$ cat src/rtl/bstl_pkg.sv
// bstl_pkg: shared types, constants and the microcode rom of the binary split tile layout core
// depends on nothing; every other file refers to it by scoped names
package bstl_pkg;

	localparam int MAX_TILES = 64;
	localparam int IDX_W     = $clog2(MAX_TILES);
	localparam int CNT_W     = $clog2(MAX_TILES + 1);
	localparam int LVL_W     = 3;
	localparam int COORD_W   = 16;
	localparam int TC_W      = 7;
	localparam int GAP_W     = 10;
	localparam int ADDR_W    = 4;
	localparam int DATA_W    = 32;

	localparam logic [GAP_W-1:0] SPLIT_GAP_RST      = 10'd10;
	localparam logic [GAP_W-1:0] EDGE_MARGIN_RST    = 10'd15;
	localparam logic [GAP_W-1:0] TASKBAR_HEIGHT_RST = 10'd40;

	// register indexes, byte address is four times the index
	localparam logic [1:0] REG_SPLIT_GAP      = 2'd0;
	localparam logic [1:0] REG_EDGE_MARGIN    = 2'd1;
	localparam logic [1:0] REG_TASKBAR_HEIGHT = 2'd2;

	typedef struct packed {
		logic signed [COORD_W-1:0] left;
		logic signed [COORD_W-1:0] top;
		logic signed [COORD_W-1:0] right;
		logic signed [COORD_W-1:0] bottom;
	} tile_t;

	typedef struct packed {
		logic [GAP_W-1:0] split_gap;
		logic [GAP_W-1:0] edge_margin;
		logic [GAP_W-1:0] taskbar_height;
	} cfg_t;

	typedef enum logic [2:0] {
		OP_IDLE  = 3'd0,
		OP_INIT  = 3'd1,
		OP_LEVEL = 3'd2,
		OP_SRD   = 3'd3,
		OP_SWB   = 3'd4,
		OP_SWA   = 3'd5,
		OP_ORD   = 3'd6,
		OP_OLD   = 3'd7
	} op_t;

	typedef enum logic [2:0] {
		C_NEVER    = 3'd0,
		C_NO_START = 3'd1,
		C_FULL     = 3'd2,
		C_LEFT     = 3'd3,
		C_MORE     = 3'd4
	} cond_t;

	typedef logic [2:0] step_t;

	localparam step_t S_IDLE  = 3'd0;
	localparam step_t S_INIT  = 3'd1;
	localparam step_t S_LEVEL = 3'd2;
	localparam step_t S_SRD   = 3'd3;
	localparam step_t S_SWB   = 3'd4;
	localparam step_t S_SWA   = 3'd5;
	localparam step_t S_ORD   = 3'd6;
	localparam step_t S_OLD   = 3'd7;

	typedef struct packed {
		op_t   op;
		logic  wait_out;
		cond_t cond;
		step_t jmp;
		step_t seq;
	} ucode_t;

	typedef struct packed {
		op_t  op;
		logic hold;
	} ctrl_t;

	typedef struct packed {
		logic start;
		logic full;
		logic left;
		logic more;
		logic out_busy;
	} stat_t;

	// jump to jmp when the condition holds, else go to seq
	function automatic ucode_t ucode_rom(step_t s);
		ucode_t w;
		w = '{op: OP_IDLE, wait_out: 1'b0, cond: C_NO_START, jmp: S_IDLE, seq: S_INIT};
		case (s)
			S_IDLE:  w = '{op: OP_IDLE,  wait_out: 1'b0, cond: C_NO_START, jmp: S_IDLE,  seq: S_INIT};
			S_INIT:  w = '{op: OP_INIT,  wait_out: 1'b0, cond: C_NEVER,    jmp: S_LEVEL, seq: S_LEVEL};
			S_LEVEL: w = '{op: OP_LEVEL, wait_out: 1'b0, cond: C_FULL,     jmp: S_ORD,   seq: S_SRD};
			S_SRD:   w = '{op: OP_SRD,   wait_out: 1'b0, cond: C_NEVER,    jmp: S_SWB,   seq: S_SWB};
			S_SWB:   w = '{op: OP_SWB,   wait_out: 1'b0, cond: C_NEVER,    jmp: S_SWA,   seq: S_SWA};
			S_SWA:   w = '{op: OP_SWA,   wait_out: 1'b0, cond: C_LEFT,     jmp: S_SRD,   seq: S_LEVEL};
			S_ORD:   w = '{op: OP_ORD,   wait_out: 1'b0, cond: C_NEVER,    jmp: S_OLD,   seq: S_OLD};
			S_OLD:   w = '{op: OP_OLD,   wait_out: 1'b1, cond: C_MORE,     jmp: S_ORD,   seq: S_IDLE};
			default: w = '{op: OP_IDLE,  wait_out: 1'b0, cond: C_NO_START, jmp: S_IDLE,  seq: S_INIT};
		endcase
		return w;
	endfunction

endpackage

$ cat src/rtl/bstl_cfg.sv
// bstl_cfg: apb-style register file for the gap and taskbar settings
// depends on bstl_pkg
module bstl_cfg (
	input  logic                          clk,
	input  logic                          arst_n,
	input  logic                          psel,
	input  logic                          penable,
	input  logic                          pwrite,
	input  logic [bstl_pkg::ADDR_W-1:0]   paddr,
	input  logic [bstl_pkg::DATA_W-1:0]   pwdata,
	output logic [bstl_pkg::DATA_W-1:0]   prdata,
	output logic                          pready,
	output bstl_pkg::cfg_t                cfg
);

	logic                            wr_en;
	logic [1:0]                      reg_idx;
	logic [bstl_pkg::GAP_W-1:0]      split_gap_q;
	logic [bstl_pkg::GAP_W-1:0]      edge_margin_q;
	logic [bstl_pkg::GAP_W-1:0]      taskbar_height_q;

	assign pready  = 1'b1;
	assign wr_en   = psel && penable && pwrite;
	assign reg_idx = paddr[3:2];

	always_ff @(posedge clk or negedge arst_n) begin
		if (!arst_n) begin
			split_gap_q      <= bstl_pkg::SPLIT_GAP_RST;
			edge_margin_q    <= bstl_pkg::EDGE_MARGIN_RST;
			taskbar_height_q <= bstl_pkg::TASKBAR_HEIGHT_RST;
		end else if (wr_en) begin
			case (reg_idx)
				bstl_pkg::REG_SPLIT_GAP:      split_gap_q      <= pwdata[bstl_pkg::GAP_W-1:0];
				bstl_pkg::REG_EDGE_MARGIN:    edge_margin_q    <= pwdata[bstl_pkg::GAP_W-1:0];
				bstl_pkg::REG_TASKBAR_HEIGHT: taskbar_height_q <= pwdata[bstl_pkg::GAP_W-1:0];
				default: ;
			endcase
		end
	end

	always_comb begin
		case (reg_idx)
			bstl_pkg::REG_SPLIT_GAP:      prdata = bstl_pkg::DATA_W'(split_gap_q);
			bstl_pkg::REG_EDGE_MARGIN:    prdata = bstl_pkg::DATA_W'(edge_margin_q);
			bstl_pkg::REG_TASKBAR_HEIGHT: prdata = bstl_pkg::DATA_W'(taskbar_height_q);
			default:                      prdata = '0;
		endcase
	end

	assign cfg.split_gap      = split_gap_q;
	assign cfg.edge_margin    = edge_margin_q;
	assign cfg.taskbar_height = taskbar_height_q;

endmodule

$ cat config.mk
export PLATFORM = sky130hd
export DESIGN_NAME = bstl_cfg
export DESIGN_NICKNAME = d
export VERILOG_FILES = /design/src/rtl/bstl_pkg.sv /design/src/rtl/bstl_cfg.sv
export SDC_FILE = /design/constraint.sdc
export NUM_CORES = 1
export LEC_CHECK = 0
export BUFFER_PORTS_ARGS = -buffer_cell sky130_fd_sc_hd__buf_2
export CAP_MARGIN = 15
export CORE_AREA = 8 8 71 73
export CTS_BUF_LIST = sky130_fd_sc_hd__clkbuf_4
export DETAILED_ROUTE_END_ITERATION = 7
export DIE_AREA = 0 0 79 81
export GPL_TIMING_DRIVEN = 0
export PLACE_DENSITY = 0.72
export REMOVE_ABC_BUFFERS = 1
export SLEW_MARGIN = 20
export SYNTH_ARGS = -nofsm -noshare
export SYNTH_HDL_FRONTEND = slang
export SYNTH_SLANG_ARGS = --single-unit
$ cat constraint.sdc
create_clock -name clk -period 1.9 [get_ports clk]
set_input_delay 0.285 -clock clk [delete_from_list [all_inputs] [get_ports clk]]
set_output_delay 0.285 -clock clk [all_outputs]
set_load 0.1 [all_outputs]
# After elaboration in Yosys (flattened, before gate mapping)
# Cells that the tools add are included.
[totals]
input_bits = 41
regBits = 30
output_inout_bits = 63
[op_classes]
n_eq_ne = 2
n_reduce_logical = 6
muxes = 1
[ops]
columns = ["op", "count"]
rows = [
  ["$pmux W10 S3", 1],
  ["$reduce_and A2 Y1", 3],
  ["$eq A2 B1 Y1 const B", 1],
  ["$eq A2 B2 Y1 const B", 1],
  ["$logic_and A1 B1 Y1", 2],
  ["$logic_not A2 Y1", 1],
]

# Depth between registers and ports, before layout
[logic_depth]
ltp_word = 3
mapped_depth = 4
ltp_nobuf = 3

# Worst setup path before layout
# No wires, ideal clock.
[synth_path]
path_kind = "reg-to-output"
start = "register edge_margin_q[4] (netlist name)"
end = "output port prdata[4] (netlist name)"
t_required_ns = 1.615
t_arrival_ns = 3.209
path_stages_with_launch = 3
slack_ns = -1.594
path_cell_list = "dfrtp_1 mux2i_1 o21ai_0"
[synth_via]
elab_chain_cells = 1
[synth_lines]
columns = ["item", "line", "source"]
rows = [
  ["start: declaration", "bstl_cfg.sv:19", "logic [bstl_pkg::GAP_W-1:0] edge_margin_q;"],
  ["start signal: assignment", "bstl_cfg.sv:29", "edge_margin_q <= bstl_pkg::EDGE_MARGIN_RST;"],
  ["start signal: assignment", "bstl_cfg.sv:34", "bstl_pkg::REG_EDGE_MARGIN: edge_margin_q <= pwdata[bstl_pkg::GAP_W-1:0];"],
  ["$pmux W10 S3", "bstl_cfg.sv:42", "case (reg_idx)"],
  ["end: declaration", "bstl_cfg.sv:11", "output logic [bstl_pkg::DATA_W-1:0] prdata,"],
]
# Every way passes these cells.

# Worst setup path in the final report
[layout_path]
start = "input port paddr[3] (netlist name)"
end = "output port prdata[6] (netlist name)"
[layout_via]
elab_chain_cells = 2
[layout_lines]
columns = ["item", "line", "source"]
rows = [
  ["start: declaration", "bstl_cfg.sv:9", "input logic [bstl_pkg::ADDR_W-1:0] paddr,"],
  ["$eq A2 B2 Y1, or another cell as far along", "bstl_cfg.sv:42", ""],
  ["$pmux W10 S3 *", "bstl_cfg.sv:42", ""],
]
# Mark *: on every way between the ends. The rest lies on a longest branch, timed or not.

==> summary.txt <==
Status: complete, no violations
CP startpoint kind: primary input
Io pins: 104
CP Cell Sequence: buf_2, nor2b_4, nand2_1, o21ai_0, buf_2
HPWL after DPL: 2830 um
TritonCTS clock tree: built
Count of nets after finishing: 224
Layout cell share with drive strength beyond 1: 56.6%
First-pass GRT wire length: 6020 um
DRT met1 WL: 1450 um
Sequential Power Share: 27.6%
GP Congestion: 0.665
Synth Warn #: 0
Cells after Synth: 125
Crit path launch: paddr[3]
Antenna violations before repair: 0
Die Height: 81 um
Setup_tns: 0 ns
Final wirelength: 3740 um
Met3 wire length: 319 um
Clock Tree Buf Depth: 2
Root buf cell: clkbuf_4
Worst rel slew slack: 36.6%
Via/cell ratio: 4.69
Max frequency: 549 MHz
Worst vdd ir: 0.000790 V
Crit. End Element: output pin
CTS Buf Count: 5
Starting Density: 39.2%
Sw power: 2.12 mW
DR WL/cell: 16.1 um
Lkg Pwr: 0.927 nW
Synth top area share: 35.9%
Largest net degree at the start of global routing: 31
CP top delay family: buffers and inverters
Total Power: 3.35 mW
# diodes: 0
Library cells used by synthesis: 16
Met2 wire len: 1930 um
Clock share of power: 9.5%
Port-buffer cells: 56
Sw frac: 63.1%
Global route total overflow: 0
CP required: 1.62 ns
DR pass1 iterations: 4
Most used cell, CP: buf_2
Placeable Area: 0.00391 mm2
Clk slew on worst S/H paths: 0.09 ns
Drc violations: 0
Total setup buffers inserted after CTS: 0
Synth-to-Final Area Change: 19.8%
Syn avg cell area: 12.3 um2
TritonCTS Sinks: 30
Via count: 1,088
Clk_lat worst skew: 0.31 ns
Post-synthesis cell area: 0.00153 mm2
Post-synthesis sequential area ratio: 49.6%
Pwr/cell area: 1830 mW/mm2
Origin of the critical flop-to-flop path: split_gap_q[5]$_DFFE_PN0P_
Die Wd: 79 um
Die area: 0.00640 mm2
Period utilisation layout: 95.8%
Vias in the first global route: 1,205
FP Rows: 23
Hold Crit Start: pwdata[8]
CP max-delay cell: buf_2
Tmin final: 1.82 ns
Setup slack, reg-to-reg: 1.11 ns
Uppermost routed layer: met4
Skew final: 0 ns
P_int: 1.24 mW
Largest fanout on the critical path: 14
Slew Limit Fails: 0
MaxCap Viol Count: 0
Routed Antenna Nets: 0
Initial DRC count: 17
Critical path type: primary input to output pin
HP Class: primary input to flop
Total GRT Usage: 12.0%
Dominant cell type by area after synthesis: dfrtp_1
RSZ-0062 raised after global routing: false
CP max stage delay: 0.46 ns
Critical path arrival: 1.54 ns
Bufs and invs on worst path: 2
H-tree Lvls: 2
Fin. Hold Viols: 0
Final setup viols: 0
Worst Tran Pin Value: 0.946 ns
Synthesized flop and latch total: 30
Comb pwr share: 62.9%
Top cells by area, synth: dfrtp_1 (36%), mux2_2 (22%), dfstp_2 (14%), buf_4 (11%), mux2i_1 (6.5%)
per-layer routing:
| metal | track usage (%) | vias up |
|---|---|---|
| li1 | - | 497 |
| met1 | 12.8 | 545 |
| met3 | 5.19 | 3 |
| met2 | 20.5 | 43 |
| met4 | 5.00 | 0 |
| met5 | 0 | - |
power groups by stage:
stage | combinational [mW] | sequential (mW) | clock, mW
2_1_floorplan | 0.709 | 2.04 | 0
3_3_place_gp | 2.09 | 0.931 | 0
3_5_place_dp | 2.11 | 0.942 | 0
4_1_cts | 2.11 | 0.930 | 0.339
5_1_grt | 2.17 | 0.957 | 0.362
6_report | 2.11 | 0.927 | 0.318
state kept, by name (all words and copies together) (netlist names):
name              cells
edge_margin_q        10
split_gap_q          10
taskbar_height_q     10
placed cells by master (no fill, tap or decap), drive strengths merged:
cell	instances
nand3	1
nor3	1
clkbuf	10
dlygate4sd3	1
dfrtp	22
or3b	1
clkinv	1
buf	52
nor3b	1
mux2	30
o21ai	10
conb	23
mux2i	10
nor2b	1
nand2	10
dfstp	8
what timing repair did:
item / 4_1_cts / 5_1_grt
endpoints found under the hold margin: 12 / 0
setup endpoints to repair: 10 / 5
cloned: 0 / 0
pin swaps: 0 / 0
resized for setup: 2 / 5
hold buffers: 1 / 0
layout make-up:
cell class	count	area [um2]
Tap cell	50	62.6
Timing Repair Buffer	58	310
Sequential cell	30	761
Clock buffer	5	37.5
Multi-Input combinational cell	88	662
Fill cell	391	2080
Clock inverter	1	3.75
cell families (layout without fill, tap and decap cells):
group	count (synthesis)	count (layout)	share of synthesized area, %
flip-flops	30	30	49.6
AO/OA/AOI/OAI	10	10	3.27
buffers and inverters	28	64	13.1
multiplexers	40	40	28.6
other	2	23	0.490
AND/OR/NAND/NOR	15	15	4.90
stage by stage:
step	cell area [um2]	utilization [%]	worst slack [ns]	hold slack (ns)	std cells
finish	1840	46.9	0.0796	0.218	232
detailed placement	1770	45.1	-0.416	0.353	225
floorplan	1410	-	-1.59	-0.0106	118
global placement	1750	44.8	-0.493	0.358	224
CTS	1820	46.6	0.0395	0.204	232
global route	1840	46.9	0.00184	0.203	232
synthesized netlist by cell type:
cell and instances:
buf_4 23, nand3_1 1, or3b_1 1, clkbuf_1 2
dfrtp_1 22, nor3b_1 1, nand2_1 10, mux2_2 30
conb_1 2, dfstp_2 8, o21ai_0 10, nor2b_1 1
buf_2 2, nor3_2 1, buf_6 1, mux2i_1 10
path summary, 6_finish.rpt:
kind | end | depth (start not counted)
worst min-delay path | taskbar_height_q[8]$_DFFE_PN0P_ | 2
worst max-delay path | prdata[6] | 5
worst min register to register | split_gap_q[6]$_DFFE_PN0P_ | 1
worst max register to register | split_gap_q[5]$_DFFE_PN0P_ | 1
max in group asynchronous | split_gap_q[8]$_DFFE_PN0P_ | 2
min in group asynchronous | taskbar_height_q[8]$_DFFE_PN0P_ | 2
Note: power is estimated with default switching activity, not from simulation.
