--- src/rtl/bstl_pkg.sv ---
// bstl_pkg: shared types, constants and the microcode rom of the binary split tile layout core
// depends on nothing; every other file refers to it by scoped names
package bstl_pkg;

	localparam int MAX_TILES = 64;
	localparam int IDX_W     = $clog2(MAX_TILES);
	localparam int CNT_W     = $clog2(MAX_TILES + 1);
	localparam int LVL_W     = 3;
	localparam int COORD_W   = 16;
	localparam int TC_W      = 7;
	localparam int GAP_W     = 10;
	localparam int ADDR_W    = 4;
	localparam int DATA_W    = 32;

	localparam logic [GAP_W-1:0] SPLIT_GAP_RST      = 10'd10;
	localparam logic [GAP_W-1:0] EDGE_MARGIN_RST    = 10'd15;
	localparam logic [GAP_W-1:0] TASKBAR_HEIGHT_RST = 10'd40;

	// register indexes, byte address is four times the index
	localparam logic [1:0] REG_SPLIT_GAP      = 2'd0;
	localparam logic [1:0] REG_EDGE_MARGIN    = 2'd1;
	localparam logic [1:0] REG_TASKBAR_HEIGHT = 2'd2;

	typedef struct packed {
		logic signed [COORD_W-1:0] left;
		logic signed [COORD_W-1:0] top;
		logic signed [COORD_W-1:0] right;
		logic signed [COORD_W-1:0] bottom;
	} tile_t;

	typedef struct packed {
		logic [GAP_W-1:0] split_gap;
		logic [GAP_W-1:0] edge_margin;
		logic [GAP_W-1:0] taskbar_height;
	} cfg_t;

	typedef enum logic [2:0] {
		OP_IDLE  = 3'd0,
		OP_INIT  = 3'd1,
		OP_LEVEL = 3'd2,
		OP_SRD   = 3'd3,
		OP_SWB   = 3'd4,
		OP_SWA   = 3'd5,
		OP_ORD   = 3'd6,
		OP_OLD   = 3'd7
	} op_t;

	typedef enum logic [2:0] {
		C_NEVER    = 3'd0,
		C_NO_START = 3'd1,
		C_FULL     = 3'd2,
		C_LEFT     = 3'd3,
		C_MORE     = 3'd4
	} cond_t;

	typedef logic [2:0] step_t;

	localparam step_t S_IDLE  = 3'd0;
	localparam step_t S_INIT  = 3'd1;
	localparam step_t S_LEVEL = 3'd2;
	localparam step_t S_SRD   = 3'd3;
	localparam step_t S_SWB   = 3'd4;
	localparam step_t S_SWA   = 3'd5;
	localparam step_t S_ORD   = 3'd6;
	localparam step_t S_OLD   = 3'd7;

	typedef struct packed {
		op_t   op;
		logic  wait_out;
		cond_t cond;
		step_t jmp;
		step_t seq;
	} ucode_t;

	typedef struct packed {
		op_t  op;
		logic hold;
	} ctrl_t;

	typedef struct packed {
		logic start;
		logic full;
		logic left;
		logic more;
		logic out_busy;
	} stat_t;

	// jump to jmp when the condition holds, else go to seq
	function automatic ucode_t ucode_rom(step_t s);
		ucode_t w;
		w = '{op: OP_IDLE, wait_out: 1'b0, cond: C_NO_START, jmp: S_IDLE, seq: S_INIT};
		case (s)
			S_IDLE:  w = '{op: OP_IDLE,  wait_out: 1'b0, cond: C_NO_START, jmp: S_IDLE,  seq: S_INIT};
			S_INIT:  w = '{op: OP_INIT,  wait_out: 1'b0, cond: C_NEVER,    jmp: S_LEVEL, seq: S_LEVEL};
			S_LEVEL: w = '{op: OP_LEVEL, wait_out: 1'b0, cond: C_FULL,     jmp: S_ORD,   seq: S_SRD};
			S_SRD:   w = '{op: OP_SRD,   wait_out: 1'b0, cond: C_NEVER,    jmp: S_SWB,   seq: S_SWB};
			S_SWB:   w = '{op: OP_SWB,   wait_out: 1'b0, cond: C_NEVER,    jmp: S_SWA,   seq: S_SWA};
			S_SWA:   w = '{op: OP_SWA,   wait_out: 1'b0, cond: C_LEFT,     jmp: S_SRD,   seq: S_LEVEL};
			S_ORD:   w = '{op: OP_ORD,   wait_out: 1'b0, cond: C_NEVER,    jmp: S_OLD,   seq: S_OLD};
			S_OLD:   w = '{op: OP_OLD,   wait_out: 1'b1, cond: C_MORE,     jmp: S_ORD,   seq: S_IDLE};
			default: w = '{op: OP_IDLE,  wait_out: 1'b0, cond: C_NO_START, jmp: S_IDLE,  seq: S_INIT};
		endcase
		return w;
	endfunction

endpackage

--- src/rtl/bstl_seq.sv ---
// bstl_seq: step counter and microcode rom that sequence the layout datapath
// depends on bstl_pkg
module bstl_seq (
	input  logic              clk,
	input  logic              arst_n,
	input  bstl_pkg::stat_t   status,
	output bstl_pkg::ctrl_t   ctrl
);

	bstl_pkg::step_t  step_q;
	bstl_pkg::step_t  step_nxt;
	bstl_pkg::ucode_t word;
	logic             hold;
	logic             take;

	assign word = bstl_pkg::ucode_rom(step_q);
	// stall on the output load while the previous tile is still waiting
	assign hold = word.wait_out && status.out_busy;

	always_comb begin
		case (word.cond)
			bstl_pkg::C_NEVER:    take = 1'b0;
			bstl_pkg::C_NO_START: take = !status.start;
			bstl_pkg::C_FULL:     take = status.full;
			bstl_pkg::C_LEFT:     take = status.left;
			bstl_pkg::C_MORE:     take = status.more;
			default:              take = 1'b0;
		endcase
	end

	assign step_nxt = hold ? step_q : (take ? word.jmp : word.seq);

	always_ff @(posedge clk or negedge arst_n) begin
		if (!arst_n) begin
			step_q <= bstl_pkg::S_IDLE;
		end else begin
			step_q <= step_nxt;
		end
	end

	assign ctrl.op   = word.op;
	assign ctrl.hold = hold;

	a_hold_only_on_load: assert property (@(posedge clk) disable iff (!arst_n)
		ctrl.hold |-> ctrl.op == bstl_pkg::OP_OLD)
		else $error("sequencer stalled outside the output load step");

	a_start_when_idle: assert property (@(posedge clk) disable iff (!arst_n)
		status.start |-> ctrl.op == bstl_pkg::OP_IDLE)
		else $error("request started while the sequencer was busy");

	a_last_returns_idle: assert property (@(posedge clk) disable iff (!arst_n)
		(step_q == bstl_pkg::S_OLD && !hold && !status.more) |=> step_q == bstl_pkg::S_IDLE)
		else $error("sequencer did not return to idle after the final tile");

endmodule

--- config.mk ---
export PLATFORM = sky130hd
export DESIGN_NAME = bstl_seq
export DESIGN_NICKNAME = d
export VERILOG_FILES = /design/src/rtl/bstl_pkg.sv /design/src/rtl/bstl_seq.sv
export SDC_FILE = /design/constraint.sdc
export NUM_CORES = 1
export LEC_CHECK = 0
export BUFFER_PORTS_ARGS = -buffer_cell sky130_fd_sc_hd__buf_2
export CAP_MARGIN = 10
export CORE_MARGIN = 4
export CORE_UTILIZATION = 33
export CTS_CLUSTER_DIAMETER = 30
export DETAILED_ROUTE_END_ITERATION = 10
export SETUP_SLACK_MARGIN = 0.2
export SLEW_MARGIN = 0
export SYNTH_ARGS = -nofsm -noshare
export SYNTH_HDL_FRONTEND = slang
export SYNTH_SLANG_ARGS = --single-unit
--- constraint.sdc ---
create_clock -name clk -period 2.79 [get_ports clk]
set_input_delay 0.558 -clock clk [delete_from_list [all_inputs] [get_ports clk]]
set_output_delay 0.558 -clock clk [all_outputs]
set_load 0.005 [all_outputs]
# Word-level counts from Yosys, hierarchy flattened
# Memories as Yosys holds them, arrays and structs flattened.
# Index checks and enable logic that the tools add are counted.
dict set report classes {
  n_addsub 0
  mul 0
  n_div 0
  n_lt_le_gt_ge 0
  eq_ne 4
  shifts 0
  mux 2
  bitwise_logic 0
  n_reduce_logical 2
}
# operator n
set op_table {}
lappend op_table {{$eq A3 B2 Y1 const B} 2}
lappend op_table {{$pmux W1 S4} 1}
lappend op_table {{$eq A3 B1 Y1 const B} 1}
lappend op_table {{$eq A3 B3 Y1 const B} 1}
lappend op_table {{$mux W3} 1}
lappend op_table {{$logic_and A1 B1 Y1} 1}
lappend op_table {{$logic_not A1 Y1} 1}
dict set report totals {
  reg_bits 3
  latchBits 0
  ram_bits 0
  mem_bits_ro 104
  out_inout_bits 4
  elab_cells 10
  n_memories 1
}
# name depth width read_ports rd_clocked_by_memory_dff wr line_no
set mem_list {}
lappend mem_list {{(no name shown)} 8 13 1 0 0 bstl_pkg.sv:92} ;# case (s)

# Longest topological paths before layout
# Gate-level depths: netlist of the first run.
# An unclocked memory read counts as a cell.
dict set report logic_depth {
  depth_word 4
  depth_mapped 6
  ltp_nobuf 6
}

# Worst setup path before layout of the first run
# Ideal clock, no wire load.
dict set report synth_timing {
  path_type {register to register}
  from {register step_q[0]}
  to {register step_q[0]}
  t_arrival_ns 1.729
  slack_ns 0.933
  stages_incl_launch_ff 7
  n_path_buf 0
  period_less_slack_ns 1.857
  cell_sequence {dfrtp_1 > inv_1 > ha_1 > or3b_4 > a221oi_4 > nor4b_1 > o21bai_1}
}
dict set report synth_via {
  elab_chain_cells 4
}
# item line_no
set synth_lines {}
lappend synth_lines {{start: declaration} bstl_seq.sv:10} ;# bstl_pkg::step_t step_q;
lappend synth_lines {{start signal: assignment} bstl_seq.sv:35} ;# step_q <= bstl_pkg::S_IDLE;
lappend synth_lines {{start signal: assignment} bstl_seq.sv:37} ;# step_q <= step_nxt;
lappend synth_lines {{$mem_v2 Z8 W13 (*)} n/a}
lappend synth_lines {{$eq A3 B3 Y1 (tied with other cells)} bstl_seq.sv:21} ;# case (word.cond)
lappend synth_lines {{$pmux W1 S4} bstl_seq.sv:21}
lappend synth_lines {{$mux W3} bstl_seq.sv:31} ;# assign step_nxt = hold ? step_q : (take ? word.jmp : word.seq);
# Mark *: on every way between the ends. The rest lies on a longest branch, timed or not.
# A chain may end at the register's enable or synchronous reset.

==> results.toml, run 1 <==
[floorplan]
core.rowCount = 13
initial_core_util_pct = 35.8
ios = 11
die_h_um = 46.1
die_area_um2 = 2120
core_um2 = 1330
die_w_um = 46.1

[route]
routed_wl_um = 991
viasPerCell = 5.21
wire_per_inst_um = 13.0
vias = 396
antenna_left = 0
firstDrtPassIters = 4
drcViolationCount = 0
drt_iter0_markers = 9

[cells_and_area]
layout-drive-gt1-share_pct = 32.8
nets = 77
area_growth_pct = 17.3
largest_reg_flops = 3
layout.cells.non_filler = 76
top_register = "step_q"
top_regs = "step_q: 3 flops"
num_antenna_cells = 0

[worst_setup_path]
cp_top_family = "flip-flops"
crit_chain = "ha_1, and3_1, buf_2"
arrival_ns = 1.51
critPathCaptureType = "primary output"
worst_path_largest_cell_delay_ns = 0.51
reg2reg_from = "step_q[0]"
start_kind = "flop"
cp_slowest_cell = "dfrtp_1"
criticalPathCategory = "reg -> out"
cp_num_buf_inv = 1
cp_max_fo = 10
cp.required_ns = 2.23
r2r_slack_ns = 0.79
worstReg2RegEnd = "step_q[0]"
worstSetupStartpoint = "step_q[0]"
r2r_cells = 6

[synth]
ys.warnings.count = 0
syn_nets = 64
synth_flop_cell = "dfrtp_1"
yosys.area.top_type = "ha_1"
synth_edf_count = 0
synth_common_cells = "8 x ha_1, 4 x nand2_1, 4 x nor2_1"
syn_area_per_cell_um2 = 9.75
async_flop_share_pct = 100
netlist.area_leader.share_pct = 20.9
syn_inst = 49
synth_cell_type_count = 29
synth-seq-area-share_pct = 15.7
synth.most_common_cell = "ha_1"
ys_ff_latch = 3
synth_area_um2 = 478
netlist_top_cells_area = "ha_1 21%, dfrtp_1 16%, a221oi_4 5.5%, o311ai_4 5.5%, or2b_4 4.7%"

[global_route]
antenna_found_initial = 0
overflow = 0
track_usage_pct = 10.7
grt_pass1_wl_um = 1610
grt_pass1_vias = 382
grt_max_degree = 17

[clock_network]
cts_resized = 0
cts.sinks = 3
post_cts_buffers = 0
ctsHoldBuffers = 0
clk_pin_slew_ns = 0.04
numCtsBuffers = 3
clockBufferDepth = 2
root_buffer = "clkbuf_4"
cts_tree = "built"
insertion_delay_ns = 0.24
cts_htree_levels = 1

[sta]
rsz0062_at_grt = "false"
setup_viol = 0
final_max_slew_viol_count = 0
skew_ns = 0.00267
fin_crit_ns = 2.07
final_hold_viol_count = 0
tightest_slew_ns = 0.515
fin_setup_tns_ns = 0
fin_crit_sh_pct = 74.0
slew_headroom_pct = 65.7
fmax_mhz = 484

[placement]
io_buffers = 10
gp_congestion = 0.751
placed_cells = 72
dp_hpwl_um = 761

[outcome]
outcome = "finished clean"

[power]
max-vdd-ir-drop_mv = 0.279
power.static_leakage_nw = 0.280
power.total_uw = 662
powerDensity_nw_per_um2 = 1180

[flow_run]
maxCapViolCount = 0

[hold_path]
worstHoldPathType = "in -> async"
==> kinds of logic after synthesis <==
family	after synthesis	synth area share (%)
buf+inv	5	4.97
compound gates	8	20.4
simple gates	23	33.8
flops	3	15.7
fa+ha+maj	8	20.9
mux	2	4.19
==> layout make-up <==
type | count | area, um^2
clock buffers | 4 | 26.3
fillers | 136 | 773
inverters | 3 | 11.3
multi-input cells | 41 | 379
flip-flops and latches | 3 | 75.1
well taps | 15 | 18.8
repair buffers | 10 | 50.0
==> layout by cell type (no fill, tap or decap), drive strengths merged, types with 2 or more instances in the layout <==
master  count
mux2i       2
inv         3
nand3b      2
or2b        2
o311ai      2
buf        10
clkbuf      4
dfrtp       3
nand2       4
nor2        4
ha          8
==> through the flow <==
stage | cell area [um^2] | hold slack (ns) | setup slack (ns) | utilization, %
after floorplan | 478 | 0.262 | 0.933 | -
after global placement | 534 | 0.358 | 0.858 | 40.1
after detailed placement | 534 | 0.358 | 0.802 | 40.1
after CTS | 561 | 0.0986 | 0.733 | 42.0
after global routing | 561 | 0.0980 | 0.635 | 42.0
final | 561 | 0.106 | 0.724 | 42.0
==> report_power, final <==
part	internal, mW	leakage [nW]	total [mW]	switching, mW
clock network	0.0537	0.0150	0.0776	0.0239
logic	0.229	0.231	0.444	0.215
registers	0.0693	0.0343	0.140	0.0704
==> layer usage <==
metal	vias up	track usage (%)	share of wire [%]
met5	-	0	0
li1	203	-	-
met4	0	3.41	0
met1	175	15.0	48
met2	18	14.6	44
met3	0	4.69	7.7
==> worst register-to-register path, delay by kind of cell, from the launching register on <==
kind | cells | cell delay, ns
AO/OA/AOI/OAI | 2 | 0.49
AND/OR/NAND/NOR | 2 | 0.50
adder cells (fa/ha/maj) | 1 | 0.22
flip-flops | 1 | 0.51
buffers and inverters | 1 | 0.16
==> worst max-delay path by stage <==
| stage | slack, ns | cells after the start | to |
|---|---|---|---|
| 2_1_floorplan | 0.93 | 6 | step_q[0] |
| 6_report | 0.72 | 3 | ctrl[0] |
| 3_5_place_dp | 0.80 | 6 | step_q[0] |
| 5_1_grt | 0.63 | 3 | ctrl[0] |
| 3_3_place_gp | 0.86 | 6 | step_q[0] |
| 4_1_cts | 0.73 | 3 | ctrl[0] |
(Power assumes the default switching activity.)
==> run 2: changes to the inputs <==
--- a/config.mk
+++ b/config.mk
@@ -5,6 +5,7 @@
 export SDC_FILE = /design/constraint.sdc
 export NUM_CORES = 1
 export LEC_CHECK = 0
+export ABC_AREA = 1
 export BUFFER_PORTS_ARGS = -buffer_cell sky130_fd_sc_hd__buf_2
 export CAP_MARGIN = 10
 export CORE_MARGIN = 4
==> constraint.sdc (replaced) <==
create_clock -name clk -period 1.79 [get_ports clk]
set_input_delay 0.358 -clock clk [delete_from_list [all_inputs] [get_ports clk]]
set_output_delay 0.358 -clock clk [all_outputs]
set_load 0.005 [all_outputs]
==> results.toml, run 2 <==
[outcome]
outcome = "finished clean"

[cells_and_area]
layout_commonest_cell = "nand2_1"
layout_common_cells = "12 x nand2_1, 10 x buf_2, 8 x inv_1, 8 x nor2_1"
layout-drive-gt1-share_pct = 43.5
design_area_um2 = 614
layout.cells.non_filler = 99
n_fill_cell = 118
largest_reg_flops = 3
top_regs = "step_q: 3 flops"
top_register = "step_q"
nets = 101
num_antenna_cells = 0
multi_input_area_um2 = 335
register_area_um2 = 76.3
area_growth_pct = 40.7

[route]
met3_length_um = 27
wl_met1_um = 471
wire_per_inst_um = 11.0
routed_wl_um = 1090
viasPerCell = 4.55
drt_iter0_markers = 9
firstDrtPassIters = 4
dr_wl_met2_um = 594
drcViolationCount = 0
antenna_left = 0
vias = 450
highest_layer = "met3"

[floorplan]
initial_core_util_pct = 37.3
die_h_um = 44.4
ios = 11
die_w_um = 44.4
core_um2 = 1170
die_area_um2 = 1970
core.rowCount = 12

[clock_network]
insertion_delay_ns = 0.23
cts.sinks = 3
cts_tree = "built"
numCtsBuffers = 3
clk_pin_slew_ns = 0.04
root_buffer = "clkbuf_4"
clockBufferDepth = 2
cts_htree_levels = 1

[sta]
fin_setup_tns_ns = 0
setup_viol = 0
rsz0062_at_grt = "true"
tightest_slew_ns = 0.193
slew_headroom_pct = 87.0
layout_setup_ws_ns = 0.164
final_hold_viol_count = 0
fin_crit_sh_pct = 90.8
fmax_mhz = 615
skew_ns = 0.00179
final_max_slew_viol_count = 0
fin_crit_ns = 1.63

[synth]
netlist.area_leader.share_pct = 22.9
synth_common_cells = "15 x nand2_1, 10 x inv_1, 9 x nor2_1"
yosys.area.top_type = "ha_1"
ys.warnings.count = 0
synth-seq-area-share_pct = 17.2
ys_ff_latch = 3
synth_area_um2 = 437
synth.most_common_cell = "nand2_1"
synth_cell_type_count = 15
synth_edf_count = 0
synth_flop_cell = "dfrtp_1"
syn_inst = 66
async_flop_share_pct = 100
syn_nets = 81
netlist_top_cells_area = "ha_1 23%, dfrtp_1 17%, nand2_1 13%, inv_1 8.6%, nor2_1 7.7%"
syn_area_per_cell_um2 = 6.62

[placement]
io_buffers = 10
dp_slack_ns = 0.103
dp_hpwl_um = 661
placed_cells = 90
gp_congestion = 0.710
placed_area_um2 = 500

[global_route]
grt_pass1_vias = 419
antenna_found_initial = 0
track_usage_pct = 11.5
grt_max_degree = 12
overflow = 0
grt_pass1_wl_um = 1660

[worst_setup_path]
cp.required_ns = 1.43
cp_top_family = "flip-flops"
critPathCaptureType = "primary output"
start_kind = "flop"
arrival_ns = 1.27
cp_max_fo = 4
r2r_cells = 11
reg2reg_from = "step_q[1]"
criticalPathCategory = "reg -> out"
worstReg2RegEnd = "step_q[1]"
worst_path_largest_cell_delay_ns = 0.41
cp_num_buf_inv = 3
crit_chain = "ha_2, nand2_2, inv_1, nand2_2, inv_1, buf_2"
cp_slowest_cell = "dfrtp_1"
r2r_slack_ns = 0.21

[power]
intPower_uw = 593
max-vdd-ir-drop_mv = 0.628
p_comb_share_pct = 77.9
p_seq_share_pct = 12.1
switching_share_pct = 50.6
power.static_leakage_nw = 0.343
clockPowerShare_pct = 10.0
power.net_switching_uw = 608
powerDensity_nw_per_um2 = 1960

[hold_path]
worstHoldPathType = "in -> async"

[flow_run]
maxCapViolCount = 0
==> run 2: changes by cell type after synthesis, sizes merged, moves of 2 or more <==
cell,delta
mux2i,-2
nand3,+4
nand2,+13
o311ai,-2
nor2,+7
or2b,-2
o21ai,+7
inv,+8
==> run 2: kinds of logic (layout without fill, tap and decap cells) <==
group / Yosys count / after routing / synth area share (%)
AOI/OAI and AO/OA: 7 / 7 / 8.02
and+or+nand+nor: 35 / 35 / 37.5
buffers and inverters: 13 / 32 / 14.3
adders and majority gates: 8 / 8 / 22.9
DFF: 3 / 3 / 17.2
==> run 2: worst max-delay path by stage <==
stage	start	endpoint	slack [ns]	depth (start not counted)
after floorplan	step_q[0]	step_q[0]	0.26	9
after global placement	step_q[0]	step_q[1]	0.12	10
after detailed placement	step_q[0]	step_q[0]	0.10	9
after CTS	step_q[1]	step_q[0]	0.21	11
after global routing	step_q[1]	step_q[1]	0.06	11
final	step_q[1]	ctrl[0]	0.16	6
==> run 2: through the flow <==
step                util (%)  total power [mW]  hold slack (ns)
global route            52.5              1.34            0.479
floorplan                  -             0.722           0.0624
global placement        42.7             0.883            0.155
detailed placement      42.7             0.871            0.155
finish                  52.5              1.20            0.466
CTS                     49.0              1.07            0.440
==> run 2: what timing repair did <==
action,in CTS,in global routing
setup endpoints to repair,4,4
endpoints found under the hold margin,3,0
resized for setup,6,10
setup buffers,3,1
pin swaps,3,7
hold buffers,1,0
==> run 2: layout make-up <==
class,count,share of cell area (%)
Clock buffer,4,4.28
Inverter,11,7.54
Multi-Input combinational cell,50,54.6
Sequential cell,3,12.4
Tap cell,14,2.85
Timing Repair Buffer,17,18.3
==> run 2: routing by layer <==
metal	global-route usage, %	vias up
li1	-	238
met1	12.8	204
met2	21.2	8
met3	1.22	0
met4	5.42	0
met5	0	-
==> run 2: power groups by stage <==
| stage | registers (mW) | logic [mW] | clock network, mW |
|---|---|---|---|
| 3_3_place_gp | 0.162 | 0.721 | 0 |
| 5_1_grt | 0.151 | 1.06 | 0.128 |
| 2_1_floorplan | 0.164 | 0.558 | 0 |
| 4_1_cts | 0.142 | 0.800 | 0.124 |
| 6_report | 0.145 | 0.935 | 0.120 |
| 3_5_place_dp | 0.159 | 0.712 | 0 |
